--- config.mk ---
export PLATFORM = sky130hd
export DESIGN_NAME = gfc_ctrl
export DESIGN_NICKNAME = d
export VERILOG_FILES = /design/src/rtl/gfc_pkg.sv /design/src/rtl/gfc_ctrl.sv
export SDC_FILE = /design/constraint.sdc
export NUM_CORES = 1
export LEC_CHECK = 0
export ABC_AREA = 1
export BUFFER_PORTS_ARGS = -buffer_cell sky130_fd_sc_hd__buf_4
export CORE_ASPECT_RATIO = 1.1
export CORE_MARGIN = 5
export CORE_UTILIZATION = 40
export DETAILED_ROUTE_END_ITERATION = 10
export PLACE_DENSITY = 0.7
export SYNTH_ARGS = -nofsm -noshare
export SYNTH_HDL_FRONTEND = slang
export SYNTH_SLANG_ARGS = --single-unit
export TNS_END_PERCENT = 100
--- constraint.sdc ---
create_clock -name clock -period 1.1 [get_ports clock]
set_input_delay 0.165 -clock clock [delete_from_list [all_inputs] [get_ports clock]]
set_output_delay 0.165 -clock clock [all_outputs]
set_load 0.005 [all_outputs]
--- src/rtl/gfc_pkg.sv ---
// Package with the shared constants, codes and beat types of the GIF frame compositor.
`timescale 1ns / 1ps

package gfc_pkg;

   localparam int CANVAS_WORDS = 65536;
   localparam int PALETTE_SIZE = 256;
   localparam int CANVAS_AW    = $clog2(CANVAS_WORDS);
   localparam int PALETTE_AW   = (PALETTE_SIZE > 1) ? $clog2(PALETTE_SIZE) : 1;
   localparam int COUNT_W      = $clog2(PALETTE_SIZE + 1);
   localparam int RGB_W        = 24;
   localparam int COORD_W      = 16;
   localparam int PROD_W       = 33;
   localparam int SUM_W        = 35;
   localparam int CSR_INDEX_W  = 4;
   localparam int CSR_DATA_W   = 16;
   localparam int TRANSP_W     = 9;

   typedef enum logic [2:0] {
      OP_GLOBAL_WR = 3'd0,
      OP_LOCAL_WR  = 3'd1,
      OP_LOCAL_CLR = 3'd2,
      OP_PIXEL     = 3'd3,
      OP_END_FRAME = 3'd4,
      OP_READ      = 3'd5
   } op_type;

   typedef enum logic [CSR_INDEX_W-1:0] {
      CSR_CANVAS_WIDTH      = 4'd0,
      CSR_FRAME_LEFT        = 4'd1,
      CSR_FRAME_TOP         = 4'd2,
      CSR_FRAME_WIDTH       = 4'd3,
      CSR_FRAME_HEIGHT      = 4'd4,
      CSR_TRANSPARENT_INDEX = 4'd5,
      CSR_DISPOSAL_MODE     = 4'd6,
      CSR_BACKGROUND_INDEX  = 4'd7
   } csr_index_type;

   typedef enum logic [1:0] {
      DISPOSE_NONE    = 2'd0,
      DISPOSE_KEEP    = 2'd1,
      DISPOSE_FILL    = 2'd2,
      DISPOSE_RESTORE = 2'd3
   } disposal_type;

   typedef struct packed {
      logic [2:0]         operation;
      logic [7:0]         palette_index;
      logic [RGB_W-1:0]   palette_rgb;
      logic [7:0]         color_index;
      logic [COORD_W-1:0] read_address;
   } req_type;

   typedef struct packed {
      logic [RGB_W-1:0] read_rgb;
      logic             status;
   } rsp_type;

   typedef struct packed {
      logic clear_step;
      logic accept;
      logic resp_plain;
      logic resp_drop;
      logic pix_write;
      logic resp_read;
      logic disp_init;
      logic disp_read;
      logic disp_write;
      logic copy_step;
      logic copy_done;
   } cmd_type;

   typedef struct packed {
      logic pix_outside;
      logic disp_skip;
      logic disp_beyond;
      logic disp_last;
      logic sweep_last;
   } stat_type;

endpackage

--- src/rtl/gfc_ctrl.sv ---
// Controller state machine that sequences items, disposal walks and canvas sweeps.
`timescale 1ns / 1ps

module gfc_ctrl (
   input  logic              clock,
   input  logic              reset,
   input  logic              start,
   input  logic [2:0]        operation,
   input  gfc_pkg::stat_type stat,
   output logic              busy,
   output gfc_pkg::cmd_type  cmd
);

   typedef enum logic [8:0] {
      S_CLEAR     = 9'b000000001,
      S_IDLE      = 9'b000000010,
      S_PIX       = 9'b000000100,
      S_READ      = 9'b000001000,
      S_DISP_INIT = 9'b000010000,
      S_DISP_RD   = 9'b000100000,
      S_DISP_WR   = 9'b001000000,
      S_COPY      = 9'b010000000,
      S_COPY_TAIL = 9'b100000000
   } state_type;

   state_type state_ff;
   state_type state_in;

   always_comb begin
      state_in = state_ff;
      cmd      = '0;
      unique case (state_ff)
         S_CLEAR: begin
            cmd.clear_step = 1'b1;
            if (stat.sweep_last) begin
               state_in = S_IDLE;
            end
         end
         S_IDLE: begin
            if (start) begin
               cmd.accept = 1'b1;
               case (gfc_pkg::op_type'(operation))
                  gfc_pkg::OP_PIXEL: begin
                     if (stat.pix_outside) begin
                        cmd.resp_plain = 1'b1;
                        cmd.resp_drop  = 1'b1;
                     end else begin
                        state_in = S_PIX;
                     end
                  end
                  gfc_pkg::OP_END_FRAME: state_in = S_DISP_INIT;
                  gfc_pkg::OP_READ:      state_in = S_READ;
                  default:               cmd.resp_plain = 1'b1;
               endcase
            end
         end
         S_PIX: begin
            cmd.pix_write = 1'b1;
            state_in      = S_IDLE;
         end
         S_READ: begin
            cmd.resp_read = 1'b1;
            state_in      = S_IDLE;
         end
         S_DISP_INIT: begin
            cmd.disp_init = 1'b1;
            state_in      = stat.disp_skip ? S_COPY : S_DISP_RD;
         end
         S_DISP_RD: begin
            if (stat.disp_beyond) begin
               state_in = S_COPY;
            end else begin
               cmd.disp_read = 1'b1;
               state_in      = S_DISP_WR;
            end
         end
         S_DISP_WR: begin
            cmd.disp_write = 1'b1;
            state_in       = stat.disp_last ? S_COPY : S_DISP_RD;
         end
         S_COPY: begin
            cmd.copy_step = 1'b1;
            if (stat.sweep_last) begin
               state_in = S_COPY_TAIL;
            end
         end
         S_COPY_TAIL: begin
            cmd.copy_done = 1'b1;
            state_in      = S_IDLE;
         end
         default: state_in = S_IDLE;
      endcase
   end

   always_ff @(posedge clock) begin
      if (reset) begin
         state_ff <= S_CLEAR;
      end else begin
         state_ff <= state_in;
      end
   end

   assign busy = (state_ff != S_IDLE);

   // A canvas write of the disposal walk always follows its saved-canvas read.
   a_disp_wr_after_rd: assert property (@(posedge clock) disable iff (reset)
      state_ff == S_DISP_WR |-> $past(state_ff == S_DISP_RD))
      else $error("disposal write without preceding read");

   // The pixel write stage is entered only from an accepted beat.
   a_pix_from_accept: assert property (@(posedge clock) disable iff (reset)
      state_ff == S_PIX |-> $past(state_ff == S_IDLE && start))
      else $error("pixel stage without accepted beat");

endmodule

==> results.sh, run 1 <==
export IMPL_cp_arrival_ns=1.53
export IMPL_wire_per_inst_um=18.75
export IMPL_die_area_um2=2428
export IMPL_grt_overflow=0
export IMPL_clockRootBuffer="clkbuf_4"
export IMPL_final_cell_area_um2=1346
export IMPL_place_area_um2=955.9
export IMPL_reg_top3="state_ff x9"
export IMPL_syn_area_per_cell_um2=6.231
export IMPL_h_tree_depth=1
export IMPL_synth_cell_type_count=18
export IMPL_via_per_inst=5.362
export IMPL_fillers=37
export IMPL_fp_dieH_um=51.19
export IMPL_tritoncts="done"
export IMPL_antenna_cells=0
export IMPL_fin_crit_ns=1.698
export IMPL_final_common_cell="buf_4"
export IMPL_clock_skew_ns=0.003983
export IMPL_io_buffers=22
export IMPL_use_met2_pct=38.84
export IMPL_violations="setup timing"
export IMPL_cap_violations=0
export IMPL_die_w_um=47.44
export IMPL_first_pass_iters=6
export IMPL_synth_seq_cells=9
export IMPL_drc=0
export IMPL_p_leak_nw=0.7126
export IMPL_yosys_warnings=0
export IMPL_antenna_found_initial=0
export IMPL_worstSetupPathType="flip-flop to output port"
export IMPL_hpwl_um=1448
export IMPL_clock_latency_ns=0.29
export IMPL_cts_sinks=9
export IMPL_clk_pin_slew_worst_paths_ns=0.07
export IMPL_regMostFlops="state_ff"
export IMPL_track_usage_pct=21.89
export IMPL_power_uw=996.1
export IMPL_ir_worst_vdd_mv=0.7592
export IMPL_layout_common_cells="buf_4, buf_6, inv_1"
export IMPL_largest_register_ffs=9
export IMPL_worstHoldPathType="input port to flip-flop"
export IMPL_post_route_period_util_pct=154.4
export IMPL_drt_iter0_drc=23
export IMPL_rsz0062_at_grt="true"
export IMPL_syn_inst=99
export IMPL_use_met1_pct=22.25
export IMPL_grt_most_used_layer="met2"
export IMPL_endpoint_kind="output port"
export IMPL_dp_slack_ns=-0.2345
export IMPL_drive_above_1_share_pct=77.85
export IMPL_wl_um=3262
export IMPL_synth_nets=110
export IMPL_dr_total_vias=933
export IMPL_met3_usage_pct=4.561
export IMPL_tns_ns=-9.158
export IMPL_numCtsBuffers=3
export IMPL_grt_pass1_wl_um=3746
export IMPL_power_per_cell_area_nw_per_um2=739.9
export IMPL_grt_max_degree=7
export IMPL_postRouteAntennaNets=0
export IMPL_gp_congestion=0.7844
export IMPL_synth_seq_area_share_pct=29.21
export IMPL_holdBufCountCts=0
export IMPL_status="finished, violations left"
export IMPL_start_kind="flip-flop"
export IMPL_syn_to_final_growth_pct=118.3
export IMPL_cp_required_ns=0.94
export IMPL_setup_slack_ns=-0.5979
export IMPL_crit_fanout=4
export IMPL_start_util_pct=43.47
export IMPL_hold_viol_final=0
export IMPL_rows=14
export IMPL_maxSlewHeadroom_pct=80.39
export IMPL_io_pins=23
export IMPL_synth_area_um2=616.8
export IMPL_nets=170
export IMPL_cts_max_path_buffers=2
export IMPL_max_freq_ghz=0.5890
export IMPL_core_um2=1419
export IMPL_drv_slew=0
export IMPL_tightestPinTransition_ns=0.2938
export IMPL_setup_violations=21
export IMPL_grt_pass1_vias=876
==> final cells by class <==
| type | instances | area, um2 | share of cell area [%] |
|---|---|---|---|
| multi-input cells | 67 | 554.3 | 41.17 |
| repair buffers | 55 | 454.2 | 33.74 |
| flip-flops and latches | 9 | 190.2 | 14.13 |
| inverters | 23 | 101.3 | 7.528 |
| clock buffers | 4 | 26.28 | 1.952 |
| well taps | 16 | 20.02 | 1.487 |
==> Yosys cell counts <==
master / instances / area (um2)
nand2_4: 2 / 22.52
nand2_2: 4 / 25.02
nor3_1: 9 / 45.04
nand3_1: 9 / 45.04
nor2_1: 15 / 56.30
nand2_1: 16 / 60.06
or2_4: 1 / 8.760
o21ai_0: 2 / 10.01
nor2_2: 2 / 12.51
inv_1: 21 / 78.83
nor2_8: 1 / 20.02
dfxtp_1: 9 / 180.2
nor3_2: 1 / 10.01
or2_1: 1 / 6.260
nor4_1: 2 / 12.51
inv_2: 2 / 7.510
o21a_1: 1 / 7.510
a21oi_2: 1 / 8.760
==> per-layer routing <==
metal | share of wire, % | vias up
met5 | 0 | -
met4 | 7.0 | 0
met3 | 5.0 | 20
met2 | 52 | 43
met1 | 36 | 446
li1 | - | 424
==> timing repair <==
action,in CTS,in global routing
pin swaps,9,12
buffers inserted,8,9
gates resized for setup,39,40
setup endpoints to repair,21,21
gates cloned,0,0
==> power breakdown <==
part           switching (mW)  leakage (nW)  internal (mW)  total [mW]
registers             0.00921        0.0764          0.336       0.346
logic                   0.177         0.621          0.176       0.353
clock network           0.156        0.0150          0.141       0.298
==> path summary, 6_finish.rpt <==
check | from | end | slack [ns] | depth (start not counted)
max reg2reg | state_ff[1]$_SDFFE_PP0P_ | state_ff[7]$_SDFFE_PP0P_ | -0.46 | 8
min | reset | state_ff[7]$_SDFFE_PP0P_ | 0.07 | 2
min reg2reg | state_ff[0]$_SDFFE_PP1P_ | state_ff[0]$_SDFFE_PP1P_ | 0.55 | 2
max | state_ff[4]$_SDFFE_PP0P_ | cmd[4] | -0.60 | 6
==> worst max-delay path, stage by stage (launching register included) <==
cell and delay [ns]:
dfxtp_2 0.38, inv_4 0.06, buf_4 0.13, nor3_2 0.27, nand2_2 0.16, inv_1 0.12, buf_4 0.12
==> metrics by stage <==
step	instances	hold slack, ns	utilization (%)
after floorplan	99	0.2274	-
after global placement	154	0.3591	67.37
after detailed placement	154	0.3588	67.37
after CTS	166	0.07549	80.95
after global routing	174	0.07985	94.89
final	174	0.06918	94.89
==> cells by family (layout without fill, tap and decap cells) <==
family / count (synthesis) / after routing / synth area share, %
simple gates: 63 / 63 / 52.53
buf+inv: 23 / 82 / 14.00
flops: 9 / 9 / 29.21
compound gates: 4 / 4 / 4.260
Note: power is estimated with default switching activity, not from simulation.
==> run 2: changes to the inputs <==
--- a/config.mk
+++ b/config.mk
@@ -9,3 +9,2 @@
 export BUFFER_PORTS_ARGS = -buffer_cell sky130_fd_sc_hd__buf_4
-export CORE_ASPECT_RATIO = 1.1
 export CORE_MARGIN = 5
--- a/constraint.sdc
+++ b/constraint.sdc
@@ -3,2 +3,2 @@
 set_output_delay 0.165 -clock clock [all_outputs]
-set_load 0.005 [all_outputs]
+set_load 0.05 [all_outputs]
==> results.sh, run 2 <==
export IMPL_synth_edf_count=0
export IMPL_lastStage="5_1_grt"
export IMPL_syn_inst=99
export IMPL_synth_flop_cell="dfxtp_1"
export IMPL_synth_seq_area_share_pct=29.21
export IMPL_synth_nets=110
export IMPL_synth_most_common_cell="inv_1"
export IMPL_synth_largest_area_cell="dfxtp_1"
export IMPL_crit_endpoint="cmd[8]"
export IMPL_netlist_top_cells_count="inv_1, nand2_1, nor2_1"
export IMPL_grt_max_degree=7
export IMPL_h_tree_depth=1
export IMPL_worst_ep_kind="top-level output"
export IMPL_status="did not finish"
export IMPL_yosysTopAreaCellShare_pct=29.21
export IMPL_hpwl_um=1610
export IMPL_holdBufCountCts=0
export IMPL_rows=14
export IMPL_start_util_pct=41.43
export IMPL_io_pins=23
export IMPL_io_buffers=22
export IMPL_yosys_warnings=0
export IMPL_fp_dieH_um=49.27
export IMPL_die_w_um=49.27
export IMPL_numCtsBuffers=3
export IMPL_syn_area_per_cell_um2=6.231
export IMPL_stop_error="[ERROR DPL-0038] Utilization greater than 100%, impossible to legalize"
export IMPL_gp_congestion=0.8539
export IMPL_synth_cell_type_count=18
export IMPL_synth_area_um2=616.8
export IMPL_cts_sinks=9
export IMPL_synth_seq_cells=9
export IMPL_yosys_top_cells_area="dfxtp_1, inv_1, nand2_1"
export IMPL_synthArstFlopShare_pct=0
export IMPL_cts_max_path_buffers=2
export IMPL_clockRootBuffer="clkbuf_4"
run 2: cell counts after synthesis:
No cell type changed its count.
run 2: cells by family after synthesis:
kind of cell | Yosys count | share of synthesized area [%]
AOI/OAI and AO/OA | 4 | 4.260
and+or+nand+nor | 63 | 52.53
buffers and inverters | 23 | 14.00
DFF | 9 | 29.21
run 2: what timing repair did:
item | 4_1_cts
pin swaps | 17
setup endpoints to repair | 21
setup buffers | 9
resized for setup | 63
run 2: metrics by stage:
stage	cell area, um2	util [%]	std cells	TNS (ns)	worst slack [ns]
after CTS	1450	97.40	174	-7.850	-0.5727
after floorplan	749.5	-	99	-4.218	-0.5782
after global placement	1130	75.88	163	-4.411	-0.3077
after detailed placement	1130	75.88	163	-4.796	-0.3166
==> run 3: changes to the inputs <==
- CORE_AREA: not set -> 5 5 66 68
- CORE_MARGIN: 5 -> not set
- CORE_UTILIZATION: 40 -> not set
- DIE_AREA: not set -> 0 0 71 73
- PLACE_DENSITY: 0.7 -> not set
- PLACE_DENSITY_LB_ADDON: not set -> 0.15
- clock period: 1.1 -> 1.4 ns (I/O delays scaled with it)
==> results.sh, run 3 (same netlist as run 1, synthesis figures left out) <==
export IMPL_status="finished, violations left"
export IMPL_violations="setup timing"
export IMPL_drv_slew=0
export IMPL_clockRootBuffer="clkbuf_8"
export IMPL_nets=169
export IMPL_core_um2=3799
export IMPL_io_pins=23
export IMPL_clock_latency_ns=0.23
export IMPL_worstHoldPathType="input port to flip-flop"
export IMPL_antenna_cells=0
export IMPL_drc=0
export IMPL_critPathMostFrequentCell="nor3_4"
export IMPL_cts_sinks=9
export IMPL_area_sequential_um2=187.7
export IMPL_tightestPinTransition_ns=0.2978
export IMPL_p_sw_uw=279.5
export IMPL_h_tree_depth=1
export IMPL_numCtsBuffers=3
export IMPL_layout_common_cells="buf_4, buf_6, inv_1"
export IMPL_postRouteAntennaNets=0
export IMPL_p_comb_share_pct=34.5
export IMPL_rsz0062_at_grt="true"
export IMPL_hold_depth=2
export IMPL_r2r_cells=12
export IMPL_fillers=421
export IMPL_wire_per_inst_um=10.06
export IMPL_clockPowerShare_pct=34.7
export IMPL_die_area_um2=5183
export IMPL_p_leak_nw=0.7246
export IMPL_ir_worst_vdd_mv=0.1938
export IMPL_setup_violations=17
export IMPL_first_pass_iters=4
export IMPL_start_util_pct=16.24
export IMPL_drt_iter0_drc=15
export IMPL_final_common_cell="buf_4"
export IMPL_endpoint_kind="output port"
export IMPL_route_met3_wl_um=82
export IMPL_gp_congestion=0.7106
export IMPL_track_usage_pct=8.911
export IMPL_cap_violations=0
export IMPL_hold_viol_final=0
export IMPL_maxSlewHeadroom_pct=80.13
export IMPL_holdBufCountCts=0
export IMPL_final_cells=207
export IMPL_power_uw=874.9
export IMPL_worstSetupPathType="flip-flop to output port"
export IMPL_clk_pin_slew_worst_paths_ns=0.05
export IMPL_utilization_pct=39.10
export IMPL_p_sw_share_pct=31.95
export IMPL_largest_register_ffs=9
export IMPL_regMostFlops="state_ff"
export IMPL_holdWs_ns=0.1717
export IMPL_setup_slack_ns=-0.2423
export IMPL_cell_internal_pwr_uw=595.3
export IMPL_post_route_period_util_pct=117.3
export IMPL_place_inst=192
export IMPL_hpwl_um=1617
export IMPL_max_freq_ghz=0.6089
export IMPL_top_layer_used="met4"
export IMPL_wl_met1_um=826
export IMPL_die_w_um=71
export IMPL_cp_required_ns=1.19
export IMPL_drive_above_1_share_pct=75.80
export IMPL_clock_skew_ns=0.002102
export IMPL_power_per_cell_area_nw_per_um2=589.1
export IMPL_multi_input_area_um2=598.1
export IMPL_dr_total_vias=802
export IMPL_reg_top3="state_ff x9"
export IMPL_cp_arrival_ns=1.43
export IMPL_via_per_inst=3.874
export IMPL_start_kind="flip-flop"
export IMPL_fin_crit_ns=1.642
export IMPL_grt_max_degree=7
export IMPL_crit_fanout=5
export IMPL_io_buffers=22
export IMPL_crit_path_top_delay_cell="dfxtp_2"
export IMPL_tritoncts="done"
export IMPL_antenna_found_initial=0
export IMPL_wl_um=2082
export IMPL_dp_slack_ns=-0.06188
export IMPL_grt_pass1_vias=837
export IMPL_slowest_delay_ns=0.33
export IMPL_rows=23
export IMPL_pwr_share_seq_pct=30.8
export IMPL_grt_pass1_wl_um=3629
export IMPL_grt_overflow=0
export IMPL_syn_to_final_growth_pct=140.8
export IMPL_fp_dieH_um=73
export IMPL_cts_max_path_buffers=2
export IMPL_path_cells="nor2_2, nand3_2, nor3_4, inv_4, nor3_4, buf_6"
export IMPL_routed_wl_met2_um=1137
==> run 3: layout make-up <==
class	instances	area share, %
Tap cell	50	4.212
Clock buffer	4	3.033
Sequential cell	9	12.64
Timing Repair Buffer	54	33.36
Multi-Input combinational cell	67	40.27
Inverter	23	6.487
==> run 3: worst paths after layout <==
path,startpoint,endpoint,slack [ns]
min reg2reg,state_ff[0]$_SDFFE_PP1P_,state_ff[0]$_SDFFE_PP1P_,0.59
min,reset,state_ff[7]$_SDFFE_PP0P_,0.17
max reg2reg,state_ff[2]$_SDFFE_PP0P_,state_ff[3]$_SDFFE_PP0P_,-0.07
max,state_ff[6]$_SDFFE_PP0P_,cmd[8],-0.24
==> run 3: worst max-delay path, delay by kind of cell, from the launching register on <==
kind          cells  cell delay, ns
buf+inv           2            0.27
flops             1            0.33
simple gates      4            0.59
==> run 3: per-layer routing <==
layer | up-vias | track usage (%)
met5 | - | 0
met2 | 16 | 14.93
met1 | 365 | 10.30
met4 | 0 | 5.637
li1 | 419 | -
met3 | 2 | 1.928
==> run 3: stage by stage <==
stage,area [um2],setup TNS [ns]
2_1_floorplan,696.9,-0.9325
3_3_place_gp,1082,-0.1010
3_5_place_dp,1082,-0.1304
5_1_grt,1485,-3.639
6_report,1485,-2.270
4_1_cts,1343,-2.577
==> run 3: repair_timing <==
action	CTS	global route
setup endpoints to repair	13	20
pin swaps	9	7
buffers inserted	9	3
resized for setup	47	34
==> run 3: power by group through the flow <==
stage / clock, mW / sequential (mW) / combinational [mW]
floorplan: 0 / 0.274 / 0.136
global placement: 0 / 0.274 / 0.227
detailed placement: 0 / 0.274 / 0.226
CTS: 0.313 / 0.269 / 0.257
global route: 0.329 / 0.270 / 0.324
finish: 0.303 / 0.270 / 0.302
